===== src/rtl/core/drlt_pkg.sv =====
package drlt_pkg;

    // Layer dimensions and number formats.
    localparam int MAX_INPUTS  = 64;
    localparam int MAX_OUTPUTS = 64;
    localparam int VALUE_W     = 16;
    localparam int IN_W        = $clog2(MAX_INPUTS);
    localparam int OUT_W       = $clog2(MAX_OUTPUTS);
    localparam int WDEPTH      = MAX_INPUTS * MAX_OUTPUTS;
    localparam int WADDR_W     = $clog2(WDEPTH);
    localparam int CNT_W       = 7;
    localparam int INDEX_W     = 12;
    localparam int POS_W       = 6;
    localparam int GRAD_W      = 32;
    localparam int DG_W        = VALUE_W + 2;
    localparam int PROD_W      = GRAD_W + DG_W;
    localparam int WIDE_W      = PROD_W + 2;
    localparam int CFG_IDX_W   = 2;

    typedef enum logic [2:0] {
        CMD_WR_WEIGHT  = 3'd0,
        CMD_WR_BIAS    = 3'd1,
        CMD_PUSH_IN    = 3'd2,
        CMD_PUSH_DELTA = 3'd3,
        CMD_UPDATE     = 3'd4
    } t_cmd;

    typedef enum logic [1:0] {
        KIND_FWD   = 2'd0,
        KIND_DELTA = 2'd1,
        KIND_UPD   = 2'd2
    } t_kind;

    typedef enum logic [2:0] {
        MODE_FWD   = 3'd0,
        MODE_GRAD  = 3'd1,
        MODE_DELTA = 3'd2,
        MODE_UPD   = 3'd3,
        MODE_UPB   = 3'd4,
        MODE_CLR   = 3'd5
    } t_mode;

    localparam logic [CFG_IDX_W-1:0] CFG_INPUT_COUNT  = 2'd0;
    localparam logic [CFG_IDX_W-1:0] CFG_OUTPUT_COUNT = 2'd1;
    localparam logic [CFG_IDX_W-1:0] CFG_LEARN_RATE   = 2'd2;

    typedef struct packed {
        logic                 wr_weight;
        logic                 wr_bias;
        logic                 push_in;
        logic                 push_delta;
        logic [INDEX_W-1:0]   index;
        logic [CNT_W-1:0]     elem;
        logic [VALUE_W-1:0]   value;
        t_mode                mode;
        logic                 rd;
        logic                 mul;
        logic                 acc;
        logic                 first;
        logic                 active;
        logic [OUT_W-1:0]     o;
        logic [IN_W-1:0]      i;
        logic                 out_load;
        t_kind                kind;
        logic                 err;
        logic                 fin;
        logic [POS_W-1:0]     pos;
        logic [VALUE_W-1:0]   lr;
    } t_ctl_cmd;

    typedef struct packed {
        logic out_free;
    } t_ctl_stat;

    function automatic logic [WADDR_W-1:0] waddr_of(input logic [OUT_W-1:0] o,
                                                    input logic [IN_W-1:0] i);
        return WADDR_W'(int'(o) * MAX_INPUTS + int'(i));
    endfunction

    function automatic logic signed [VALUE_W-1:0] sat_val(input logic signed [WIDE_W-1:0] v);
        if (&v[WIDE_W-1:VALUE_W-1] || ~|v[WIDE_W-1:VALUE_W-1]) begin
            return v[VALUE_W-1:0];
        end else if (v[WIDE_W-1]) begin
            return {1'b1, {(VALUE_W-1){1'b0}}};
        end else begin
            return {1'b0, {(VALUE_W-1){1'b1}}};
        end
    endfunction

    function automatic logic signed [GRAD_W-1:0] sat_grad(input logic signed [WIDE_W-1:0] v);
        if (&v[WIDE_W-1:GRAD_W-1] || ~|v[WIDE_W-1:GRAD_W-1]) begin
            return v[GRAD_W-1:0];
        end else if (v[WIDE_W-1]) begin
            return {1'b1, {(GRAD_W-1){1'b0}}};
        end else begin
            return {1'b0, {(GRAD_W-1){1'b1}}};
        end
    endfunction

    // Q16.16 to Q8.8, round half up, saturate.
    function automatic logic signed [VALUE_W-1:0] to_value(input logic signed [WIDE_W-1:0] v);
        logic signed [WIDE_W-1:0] t;
        t = v + WIDE_W'(128);
        return sat_val(t >>> 8);
    endfunction

endpackage


===== src/rtl/core/drlt_controller.sv =====
module drlt_controller import drlt_pkg::*; (
    input  logic                  i_clk,
    input  logic                  i_rst_n,
    input  logic                  i_valid,
    output logic                  o_ready,
    input  logic [2:0]            i_command,
    input  logic [INDEX_W-1:0]    i_index,
    input  logic [VALUE_W-1:0]    i_value,
    input  logic                  i_last,
    input  logic                  i_cfg_valid,
    output logic                  o_cfg_ready,
    input  logic [CFG_IDX_W-1:0]  i_cfg_index,
    input  logic [VALUE_W-1:0]    i_cfg_data,
    input  t_ctl_stat             i_stat,
    output t_ctl_cmd              o_cmd
);

    typedef enum logic [5:0] {
        S_CLEAR = 6'b000001,
        S_IDLE  = 6'b000010,
        S_READ  = 6'b000100,
        S_MUL   = 6'b001000,
        S_ACC   = 6'b010000,
        S_EMIT  = 6'b100000
    } t_state;

    t_state               r_state, n_state;
    t_mode                r_mode, n_mode;
    logic [OUT_W-1:0]     r_o, n_o;
    logic [IN_W-1:0]      r_i, n_i;
    logic                 r_err, n_err;
    logic [CNT_W-1:0]     r_ec, n_ec;
    logic [CNT_W-1:0]     r_input_count, r_output_count;
    logic [VALUE_W-1:0]   r_lr;

    logic [CNT_W-1:0]     ni, no;
    logic [CNT_W:0]       count;
    logic                 accept;
    logic                 last_i, last_o, full_i, full_o;

    always_comb begin
        if (r_input_count == '0) begin
            ni = CNT_W'(1);
        end else if (r_input_count > CNT_W'(MAX_INPUTS)) begin
            ni = CNT_W'(MAX_INPUTS);
        end else begin
            ni = r_input_count;
        end
        if (r_output_count == '0) begin
            no = CNT_W'(1);
        end else if (r_output_count > CNT_W'(MAX_OUTPUTS)) begin
            no = CNT_W'(MAX_OUTPUTS);
        end else begin
            no = r_output_count;
        end
    end

    assign o_ready     = (r_state == S_IDLE);
    assign o_cfg_ready = 1'b1;
    assign accept      = i_valid && o_ready;
    assign count       = {1'b0, r_ec} + (CNT_W+1)'(1);
    assign last_i      = (CNT_W'(r_i) == ni - CNT_W'(1));
    assign last_o      = (CNT_W'(r_o) == no - CNT_W'(1));
    assign full_i      = (r_i == IN_W'(MAX_INPUTS - 1));
    assign full_o      = (r_o == OUT_W'(MAX_OUTPUTS - 1));

    always_ff @(posedge i_clk) begin
        if (!i_rst_n) begin
            r_input_count  <= CNT_W'(64);
            r_output_count <= CNT_W'(64);
            r_lr           <= '0;
        end else if (i_cfg_valid) begin
            unique case (i_cfg_index)
                CFG_INPUT_COUNT:  r_input_count  <= i_cfg_data[CNT_W-1:0];
                CFG_OUTPUT_COUNT: r_output_count <= i_cfg_data[CNT_W-1:0];
                CFG_LEARN_RATE:   r_lr           <= i_cfg_data;
                default:          ;
            endcase
        end
    end

    always_comb begin
        n_state = r_state;
        n_mode  = r_mode;
        n_o     = r_o;
        n_i     = r_i;
        n_err   = r_err;
        n_ec    = r_ec;
        unique case (r_state)
            S_CLEAR: begin
                n_i = r_i + IN_W'(1);
                if (full_i) begin
                    n_i = '0;
                    n_o = r_o + OUT_W'(1);
                    if (full_o) begin
                        n_o     = '0;
                        n_state = S_IDLE;
                    end
                end
            end
            S_IDLE: begin
                if (accept) begin
                    n_o   = '0;
                    n_i   = '0;
                    n_err = 1'b0;
                    unique case (i_command)
                        CMD_PUSH_IN, CMD_PUSH_DELTA: begin
                            n_ec = count[CNT_W] ? {CNT_W{1'b1}} : count[CNT_W-1:0];
                            if (i_last) begin
                                n_ec = '0;
                                if (i_command == CMD_PUSH_IN) begin
                                    n_mode  = MODE_FWD;
                                    n_err   = (count != {1'b0, ni});
                                    n_state = (count != {1'b0, ni}) ? S_EMIT : S_READ;
                                end else if (count != {1'b0, no}) begin
                                    n_mode  = MODE_DELTA;
                                    n_err   = 1'b1;
                                    n_state = S_EMIT;
                                end else begin
                                    n_mode  = MODE_GRAD;
                                    n_state = S_READ;
                                end
                            end
                        end
                        CMD_UPDATE: begin
                            n_mode  = MODE_UPD;
                            n_state = S_READ;
                        end
                        default: ;
                    endcase
                end
            end
            S_READ: n_state = S_MUL;
            S_MUL:  n_state = S_ACC;
            S_ACC: begin
                n_state = S_READ;
                unique case (r_mode)
                    MODE_FWD: begin
                        if (last_i) begin
                            n_state = S_EMIT;
                        end else begin
                            n_i = r_i + IN_W'(1);
                        end
                    end
                    MODE_GRAD: begin
                        if (last_i) begin
                            n_i = '0;
                            if (last_o) begin
                                n_o    = '0;
                                n_mode = MODE_DELTA;
                            end else begin
                                n_o = r_o + OUT_W'(1);
                            end
                        end else begin
                            n_i = r_i + IN_W'(1);
                        end
                    end
                    MODE_DELTA: begin
                        if (last_o) begin
                            n_state = S_EMIT;
                        end else begin
                            n_o = r_o + OUT_W'(1);
                        end
                    end
                    MODE_UPD: begin
                        if (full_i) begin
                            n_mode = MODE_UPB;
                        end else begin
                            n_i = r_i + IN_W'(1);
                        end
                    end
                    MODE_UPB: begin
                        if (full_o) begin
                            n_state = S_EMIT;
                        end else begin
                            n_o    = r_o + OUT_W'(1);
                            n_i    = '0;
                            n_mode = MODE_UPD;
                        end
                    end
                    default: n_state = S_IDLE;
                endcase
            end
            S_EMIT: begin
                if (i_stat.out_free) begin
                    unique case (r_mode)
                        MODE_FWD: begin
                            if (last_o) begin
                                n_state = S_IDLE;
                            end else begin
                                n_o     = r_o + OUT_W'(1);
                                n_i     = '0;
                                n_state = r_err ? S_EMIT : S_READ;
                            end
                        end
                        MODE_DELTA: begin
                            if (r_err || last_i) begin
                                n_state = S_IDLE;
                            end else begin
                                n_i     = r_i + IN_W'(1);
                                n_o     = '0;
                                n_state = S_READ;
                            end
                        end
                        default: n_state = S_IDLE;
                    endcase
                end
            end
            default: n_state = S_IDLE;
        endcase
    end

    always_ff @(posedge i_clk) begin
        if (!i_rst_n) begin
            r_state <= S_CLEAR;
            r_mode  <= MODE_CLR;
            r_o     <= '0;
            r_i     <= '0;
            r_err   <= 1'b0;
            r_ec    <= '0;
        end else begin
            r_state <= n_state;
            r_mode  <= n_mode;
            r_o     <= n_o;
            r_i     <= n_i;
            r_err   <= n_err;
            r_ec    <= n_ec;
        end
    end

    always_comb begin
        o_cmd            = '0;
        o_cmd.wr_weight  = accept && i_command == CMD_WR_WEIGHT &&
                           32'(i_index) < 32'(WDEPTH);
        o_cmd.wr_bias    = accept && i_command == CMD_WR_BIAS &&
                           32'(i_index) < 32'(MAX_OUTPUTS);
        o_cmd.push_in    = accept && i_command == CMD_PUSH_IN &&
                           32'(r_ec) < 32'(MAX_INPUTS);
        o_cmd.push_delta = accept && i_command == CMD_PUSH_DELTA &&
                           32'(r_ec) < 32'(MAX_OUTPUTS);
        o_cmd.index      = i_index;
        o_cmd.elem       = r_ec;
        o_cmd.value      = i_value;
        o_cmd.mode       = r_mode;
        o_cmd.rd         = (r_state == S_READ);
        o_cmd.mul        = (r_state == S_MUL);
        o_cmd.acc        = (r_state == S_ACC) || (r_state == S_CLEAR);
        o_cmd.first      = (r_mode == MODE_DELTA) ? (r_o == '0) : (r_i == '0);
        unique case (r_mode)
            MODE_UPD: o_cmd.active = (CNT_W'(r_o) < no) && (CNT_W'(r_i) < ni);
            MODE_UPB: o_cmd.active = (CNT_W'(r_o) < no);
            default:  o_cmd.active = 1'b1;
        endcase
        o_cmd.o          = r_o;
        o_cmd.i          = r_i;
        o_cmd.out_load   = (r_state == S_EMIT) && i_stat.out_free;
        o_cmd.err        = r_err;
        o_cmd.lr         = r_lr;
        unique case (r_mode)
            MODE_FWD: begin
                o_cmd.kind = KIND_FWD;
                o_cmd.pos  = POS_W'(r_o);
                o_cmd.fin  = last_o;
            end
            MODE_DELTA: begin
                o_cmd.kind = KIND_DELTA;
                o_cmd.pos  = r_err ? '0 : POS_W'(r_i);
                o_cmd.fin  = r_err || last_i;
            end
            default: begin
                o_cmd.kind = KIND_UPD;
                o_cmd.pos  = '0;
                o_cmd.fin  = 1'b1;
            end
        endcase
    end

endmodule


===== config.mk =====
export PLATFORM = sky130hd
export DESIGN_NAME = drlt_controller
export DESIGN_NICKNAME = d
export VERILOG_FILES = /design/src/rtl/core/drlt_pkg.sv /design/src/rtl/core/drlt_controller.sv
export SDC_FILE = /design/constraint.sdc
export NUM_CORES = 1
export LEC_CHECK = 0
export ABC_AREA = 1
export BUFFER_PORTS_ARGS = -buffer_cell sky130_fd_sc_hd__buf_2
export CAP_MARGIN = 20
export CORE_UTILIZATION = 57
export CTS_BUF_LIST = sky130_fd_sc_hd__clkbuf_4 sky130_fd_sc_hd__clkbuf_8 sky130_fd_sc_hd__clkbuf_16
export CTS_CLUSTER_SIZE = 14
export DETAILED_ROUTE_END_ITERATION = 10
export GPL_ROUTABILITY_DRIVEN = 0
export GPL_TIMING_DRIVEN = 0
export PLACE_DENSITY = 0.87
export SLEW_MARGIN = 10
export SYNTH_ARGS = -nofsm -noshare
export SYNTH_HDL_FRONTEND = slang
export SYNTH_SLANG_ARGS = --single-unit

===== constraint.sdc =====
create_clock -name i_clk -period 6.67 [get_ports i_clk]
set_clock_uncertainty 0.1 [all_clocks]
set_input_delay 0.667 -clock i_clk [delete_from_list [all_inputs] [get_ports i_clk]]
set_output_delay 0.667 -clock i_clk [all_outputs]
set_load 0.03 [all_outputs]

Word-level counts from Yosys, hierarchy flattened --
Cells that the tools add are included.
Word-level totals: output and inout bits 88, register bits 59, word-level logic and storage cells 159
Cells by class: muxes and demuxes 67, add/subtract/negate cells 5, magnitude comparators 6, reduce and logical (&&, ||, !) cells 32, equal/unequal tests 40
Operators by type and width (number):
- $mux 6 | 31
- $pmux 6 s4 | 4
- $pmux 6 s2 | 4
- $mux 7 | 6
- $pmux 6 s6 | 1
- $ne 3x3->1 const B | 9
- $mux 3 | 7
- $eq 6x6->1 const B | 3
- $pmux 6 s3 | 1
- $reduce_and 9->1 | 2
- $ne 8x7->1 | 2
- $eq 6x7->1 | 2
- $gt 7x7->1 const B | 2
- $logic_not 7->1 | 2
- $lt 6x7->1 | 2
- $pmux 7 s2 | 1
- $sub 7x1->7 const B | 2
- $add 6x1->6 const B | 2
- $eq 3x2->1 const B | 4
- $logic_not 6->1 | 2
- $lt 12x7->1 const B | 1
- $pmux 3 s2 | 2
- $logic_and 1x1->1 | 10
- $reduce_and 10->1 | 1
- other kinds (31) | 47

Depth between registers and ports, before layout --
Gate-level depths: netlist of run 1.
depth after elaboration 10, mapped depth 21, depth with buffers taken out 20

Worst setup path after synthesis of run 1 --
Ideal clock, no wire load.
path type register to output, start point register r_output_count[0], end point output o_cmd[22] in the netlist's numbering, stages on the path, launching flop included 14, buffers on the path 1, data arrival time 2.564 ns, slack 3.339 ns, cell sequence dfxtp_1 nor2_1 nand2_1 o21ai_0 nand2_2 ha_1 xor2_1 nand2_1 a21oi_1 nand2_1 nor2_4 nand2_4 buf_6 o21ai_0
RTL lines:
- start, declared | RTL line drlt_controller.sv:33 | logic [CNT_W-1:0] r_input_count, r_output_count;
- start signal, assigned | RTL line drlt_controller.sv:75 | CFG_OUTPUT_COUNT: r_output_count <= i_cfg_data[CNT_W-1:0];
- end, declared | RTL line drlt_controller.sv:15 | output t_ctl_cmd o_cmd

==> results of run 1 <==
[power breakdown]
part	switching, mW	internal [mW]	leakage, nW	total (mW)
registers	0.0113	0.363	0.480	0.374
clock network	0.163	0.188	0.0992	0.351
logic	0.112	0.0625	2.27	0.175
[cells in the mapped netlist, types with 3 or more instances]
master,number,area (um2)
nor4_1,5,31.3
o21ai_0,56,280
nor3_1,10,50.1
nor2_2,6,37.5
inv_2,3,11.3
nand2_1,166,623
nor2_1,129,484
dfxtp_1,59,1180
a21oi_1,37,185
ha_1,20,250
o21ai_1,5,25.0
nand2_2,5,31.3
o32ai_1,6,52.6
buf_6,3,33.8
buf_4,32,240
xor2_1,16,140
nand3_2,4,40.0
o211ai_1,3,22.5
inv_1,87,327
nand4_1,20,125
clkbuf_1,12,45.0
nand3_1,52,260
[cell usage in the layout, fill, tap and decap left out, types with 4 or more instances in the layout]
master / count
nand2_1: 166
nor2_1: 129
buf_2: 119
inv_1: 87
dfxtp_1: 59
o21ai_0: 56
nand3_1: 52
a21oi_1: 37
buf_4: 32
nand4_1: 20
ha_1: 20
xor2_1: 16
clkbuf_1: 12
nor3_1: 10
clkbuf_8: 10
nor2_2: 6
o32ai_1: 6
nand2_2: 5
o21ai_1: 5
nor4_1: 5
nand3_2: 4
[sequential cells by signal (all words and copies together), names as in the netlist]
signal	cells
r_lr	16
r_o	6
r_ec	7
r_output_count	7
r_input_count	7
r_state	6
r_i	6
r_err	1
r_mode	3
[layout make-up]
class / instances / area share (%)
tap: 102 / 2.25
multi-input combinational: 570 / 51.0
buffer: 48 / 5.69
clock inverter: 5 / 1.10
timing repair buffer: 119 / 10.5
clock buffer: 11 / 2.56
inverter: 92 / 6.09
sequential: 59 / 20.8
[metrics by stage]
stage	total power, mW	instance area [um2]	instances	hold slack [ps]	util, %
after floorplan	0.505	4740	769	351	-
after global placement	0.548	5470	990	361	69.3
after detailed placement	0.553	5470	990	366	69.3
after CTS	0.898	5670	1006	383	71.9
after global routing	0.937	5670	1006	410	71.9
final	0.901	5670	1006	376	71.9
[path summary, 6_finish.rpt]
path                                   startpoint   endpoint
worst max-delay path            r_output_count[2]  o_cmd[22]
worst min-delay path                     r_lr[14]   r_lr[14]
worst max register to register  r_output_count[2]     r_o[0]
worst min register to register           r_lr[14]   r_lr[14]
[cells by family after synthesis]
group | Yosys count | share of synthesized area, %
and+or+nand+nor | 405 | 37.2
buffers and inverters | 140 | 14.1
AOI/OAI and AO/OA | 126 | 15.1
xor gates and xnor gates | 18 | 3.32
other | 1 | 0.0791
DFF | 59 | 24.9
adders and majority gates | 20 | 5.28
[tightest hold or removal path, stage by stage, from the launching register on]
cell and delay, ps:
dfxtp_1 320, nor2_1 40, nor2_1 80
[per-layer routing]
| layer | up-vias | wire length [um] |
|---|---|---|
| met2 | 484 | 6630 |
| li1 | 2745 | - |
| met3 | 75 | 1930 |
| met4 | 0 | 624 |
| met1 | 2622 | 5500 |
| met5 | - | 0 |
==> run_results.csv, run 1 <==
group,metric,value,unit
synthesis,ys_ff_latch,59,
routing,wl_per_cell,14.6,um
setup_path,slowest_stage,"dfxtp_1",
floorplan,die_h,93.2,um
setup_path,cp.buffers_inverters,3,
setup_path,start_kind,"flop",
final_layout,num-nets-final,974,
routing,drtIter0Drc,596,
synthesis,synth_edf_count,0,
setup_path,arrival,3050,ps
synthesis,async_flop_share,0,%
synthesis,synth-seq-area-share,24.9,%
timing,rsz0062_at_grt,"no",
cts,numCtsBuffers,9,
timing,hold_viol_final,0,
final_layout,ff_latch_area,1180,um2
grt,grt_max_degree,12,
cts,h-tree-depth,3,
floorplan,start_util,60.1,%
grt,grt_busiest_layer,"met2",
routing,dr_total_vias,5926,
cts,cts_resized,0,
floorplan,num_rows,32,
cts,cts_root_buf,"clkbuf_8",
setup_path,critPathKind,"reg -> out",
timing,maxClockFrequency,262,MHz
final_layout,multi_input_area,2890,um2
cts,clk_latency,360,ps
final_layout,antenna_cells,0,
setup_path,rrSetupSlack,3400,ps
grt,grtUsageMet1,42.9,%
setup_path,critical_path.cell_chain,"nor2_1, nand3_2, nand2_4, nand2_2, inv_1, ha_1, a21oi_1, nand2_1, a21oi_1, nand2_1, nor2_4, nand2_4, buf_6, o21ai_0, buf_2",
cts,cts.sinks,59,
timing,post-route-min-period,3820,ps
synthesis,synth.distinct_cells,44,
grt,grt_pass1_wl,23700,um
synthesis,syn_area,4740,um2
routing,drc,0,
grt,grt_overflow,0,
hold_path,holdPathStages,2,
setup_path,cp.depth,15,
floorplan,core_area,7890,um2
timing,layout_worst_path_cycle_share,57.2,%
placed_design,io_buffers,119,
synthesis,synth_nets,844,
cts,postCtsHoldBufs,0,
grt,met3_usage,6.99,%
setup_path,reg2reg_depth,17,
setup_path,cp_top_family,"simple AND/OR/NAND/NOR gates",
final_layout,fill_cells,652,
setup_path,end_kind,"output pin",
grt,grt_use_met2,56.8,%
floorplan,die-width,93.2,um
synthesis,ys_warn_count,0,
job,maxCapViolations,0,
cts,cts_max_path_buffers,2,
timing,slew_headroom,45.7,%
floorplan,num_io_pins,143,
grt,grtUsageTotal,34.4,%
routing,final_antenna_net_count,0,
timing,final_max_slew_viol_count,0,
pwr,power_density,159,nW/um2
cts,clk_pin_slew,70,ps
setup_path,critPathMaxFanout,10,
final_layout,drive_gt1_share,21.8,%
setup_path,cp.required,5900,ps
status,status,"completed",
cts,cts_tree,"built",
synthesis,synth_cells,769,
setup_path,critPathMaxStageDelay,560,ps
grt,antenna_found_initial,0,
cts,post_cts_buffers,0,
placed_design,place_ws,3300,ps
timing,worst_slew_pin_slew,809,ps
routing,vias_per_cell,5.89,
routing,routed_wl,14700,um
hold_path,hp-class,"reg -> reg",
grt,first_global_vias,5272,
timing,setup_tns,0,ps
floorplan,die_area,8690,um2
synthesis,syn_area_per_cell,6.17,um2
routing,drt_pre_antenna_iters,9,
final_layout,syn2layout_area_growth,19.6,%
pwr,p_leak,2.85,nW
placed_design,hpwl,11200,um
synthesis,synthFlopType,"dfxtp_1",
timing,timing.final.ws_setup,2850,ps
timing,setup_viol,0,
pwr,peakVddDrop,0.127,mV
No activity file was read; power rests on OpenSTA's default activity.
==> run 2, diff against run 1 <==
- ABC_AREA: 1 -> 0
- CORE_UTILIZATION: 57 -> 54
- PLACE_DENSITY: 0.87 -> 0.82
- clock period: 6.67 -> 3.88 ns (I/O delays scaled with it)
==> run_results.csv, run 2 <==
group,metric,value,unit
routing,final_antenna_net_count,0,
synthesis,ys_warn_count,0,
setup_path,cp_common_cell,"nor3_2",
synthesis,synth_top_area_cell,"dfxtp_1",
pwr,p_leak,2.65,nW
placed_design,io_buffers,118,
setup_path,cp.required,3390,ps
routing,vias_per_cell,6.34,
synthesis,synth_nets,759,
timing,rsz0062_at_grt,"yes",
final_layout,antenna_cells,0,
final_layout,syn2layout_area_growth,23.1,%
grt,grt_overflow,0,
pwr,peakVddDrop,0.183,mV
timing,maxClockFrequency,259,MHz
final_layout,top_register,"r_lr",
setup_path,slowest_stage,"or4_4",
routing,drt_pre_antenna_iters,11,
setup_path,critPathMaxStageDelay,540,ps
synthesis,synth_common_cells,"nand2_1, dfxtp_1, clkbuf_1",
floorplan,num_io_pins,143,
timing,whs,172,ps
timing,layout_worst_path_cycle_share,99.5,%
synthesis,syn_area,5070,um2
setup_path,critical_path.cell_chain,"or4_4, or3_4, a21oi_4, inv_2, ha_4, xnor2_2, nor3_2, o21ai_2, nor3_2, nand2_2, a22oi_2, buf_6",
final_layout,drive_gt1_share,27.2,%
timing,post-route-min-period,3860,ps
final_layout,layout_commonest_cell,"buf_2",
floorplan,start_util,57.0,%
job,maxCapViolations,0,
setup_path,arrival,3370,ps
floorplan,core_area,8890,um2
routing,drc,1,
synthesis,synth_edf_count,0,
grt,grt_pass1_wl,25500,um
cts,numCtsBuffers,9,
synthesis,syn_area_per_cell,7.41,um2
final_layout,multi_input_area,3530,um2
routing,drtIter0Drc,573,
cts,clk_latency,370,ps
timing,slew_headroom,46.2,%
pwr,power_density,279,nW/um2
floorplan,die-width,98.9,um
cts,cts_tree,"built",
final_layout,ff_latch_area,1190,um2
cts,cts_root_buf,"clkbuf_8",
status,status,"complete, but fails checks",
timing,setup_tns,0,ps
setup_path,end_kind,"output pin",
synthesis,yosys.area.top_type_share,23.3,%
pwr,total_power,1.74,mW
synthesis,async_flop_share,0,%
final_layout,final_cell_area,6240,um2
final_layout,num-nets-final,896,
synthesis,synth-seq-area-share,23.3,%
synthesis,synth.distinct_cells,79,
floorplan,die_area,9780,um2
timing,worst_slew_pin_slew,801,ps
placed_design,hpwl,11800,um
floorplan,die_h,98.9,um
cts,clk_pin_slew,80,ps
cts,h-tree-depth,3,
placed_design,post_dp_cell_area,5800,um2
final_layout,mostFrequentLayoutCells,"buf_2, nand2_1, dfxtp_1",
cts,cts_max_path_buffers,2,
hold_path,hp-class,"in -> reg",
setup_path,start_kind,"flop",
grt,first_global_vias,5389,
grt,antenna_found_initial,0,
status,violations,"design-rule violations",
setup_path,critPathMaxFanout,6,
cts,cts.sinks,59,
final_layout,fill_cells,719,
synthesis,ys_ff_latch,59,
routing,routed_wl,16300,um
synthesis,synth.most_common_cell,"nand2_1",
synthesis,synthFlopType,"dfxtp_1",
timing,setup_viol,0,
synthesis,synth_area_leaders,"dfxtp_1, nand2_1, ha_1, buf_4, a21oi_1",
final_layout,largest_register_ff_count,16,
floorplan,num_rows,34,
routing,dr_total_vias,5925,
setup_path,rrSetupSlack,70,ps
synthesis,synth_cells,684,
timing,final_max_slew_viol_count,0,
grt,grt_max_degree,13,
routing,wl_per_cell,17.4,um
timing,hold_viol_final,0,
setup_path,critPathKind,"reg -> out",
grt,grtUsageTotal,32.1,%
-- run 2: layout make-up --
class	instances	area share, %
timing repair buffer	129	11.0
tap	108	2.16
clock buffer	9	1.98
inverter	23	1.38
sequential	59	19.1
multi-input combinational	526	56.6
clock inverter	7	1.22
buffer	73	6.57
-- run 2: worst paths after layout --
check / depth (start not counted) / endpoint / startpoint
setup / recovery: 12 / o_cmd[22] / r_input_count[3]
hold / removal: 3 / r_lr[10] / i_cfg_data[10]
setup reg to reg: 13 / r_i[3] / r_input_count[3]
hold reg to reg: 2 / r_lr[3] / r_lr[3]
-- run 2: logic make-up after synthesis --
| family | count (synthesis) | share of synthesized area (%) |
|---|---|---|
| AOI/OAI and AO/OA | 191 | 25.9 |
| xor gates and xnor gates | 21 | 3.92 |
| adders and majority gates | 20 | 4.93 |
| buffers and inverters | 99 | 9.75 |
| DFF | 59 | 23.3 |
| muxes | 12 | 2.37 |
| other | 1 | 0.0739 |
| and+or+nand+nor | 281 | 29.8 |
-- run 2: metal layers --
| layer | wire (um) | part of all wire (%) | up-vias | GRT usage (%) |
|---|---|---|---|---|
| li1 | - | - | 2724 | - |
| met1 | 6520 | 40 | 2684 | 41.3 |
| met2 | 7230 | 44 | 430 | 51.5 |
| met3 | 1830 | 11 | 87 | 7.45 |
| met4 | 711 | 4.4 | 0 | 13.7 |
| met5 | 0 | 0 | - | 0 |
-- run 2: worst max-delay path: cells and delay by family (launching register included) --
kind	cells	cell delay, ps
compound gates	3	490
flops	1	380
simple gates	5	1550
xor+xnor	1	130
fa+ha+maj	1	220
buf+inv	2	220
-- run 2: power by group --
group | internal, mW | total [mW] | switching (mW)
Sequential | 0.629 | 0.669 | 0.0399
Combinational | 0.193 | 0.471 | 0.278
Clock | 0.301 | 0.605 | 0.304
Total | 1.12 | 1.74 | 0.622
-- run 2: per-stage QoR --
step           instances  setup slack [ps]  util, %
6_report             934              17.7     70.2
5_1_grt              934              -129     70.2
4_1_cts              927              18.9     68.5
3_5_place_dp         910              -821     65.3
3_3_place_gp         910              -733     65.3
2_1_floorplan        684              73.9        -
-- run 2: timing repair --
item	in CTS	in global routing
gates resized for setup	18	27
cloned	0	0
setup endpoints to repair	19	10
pin swaps	4	13
buffers inserted	4	7
hold buffers	0	0
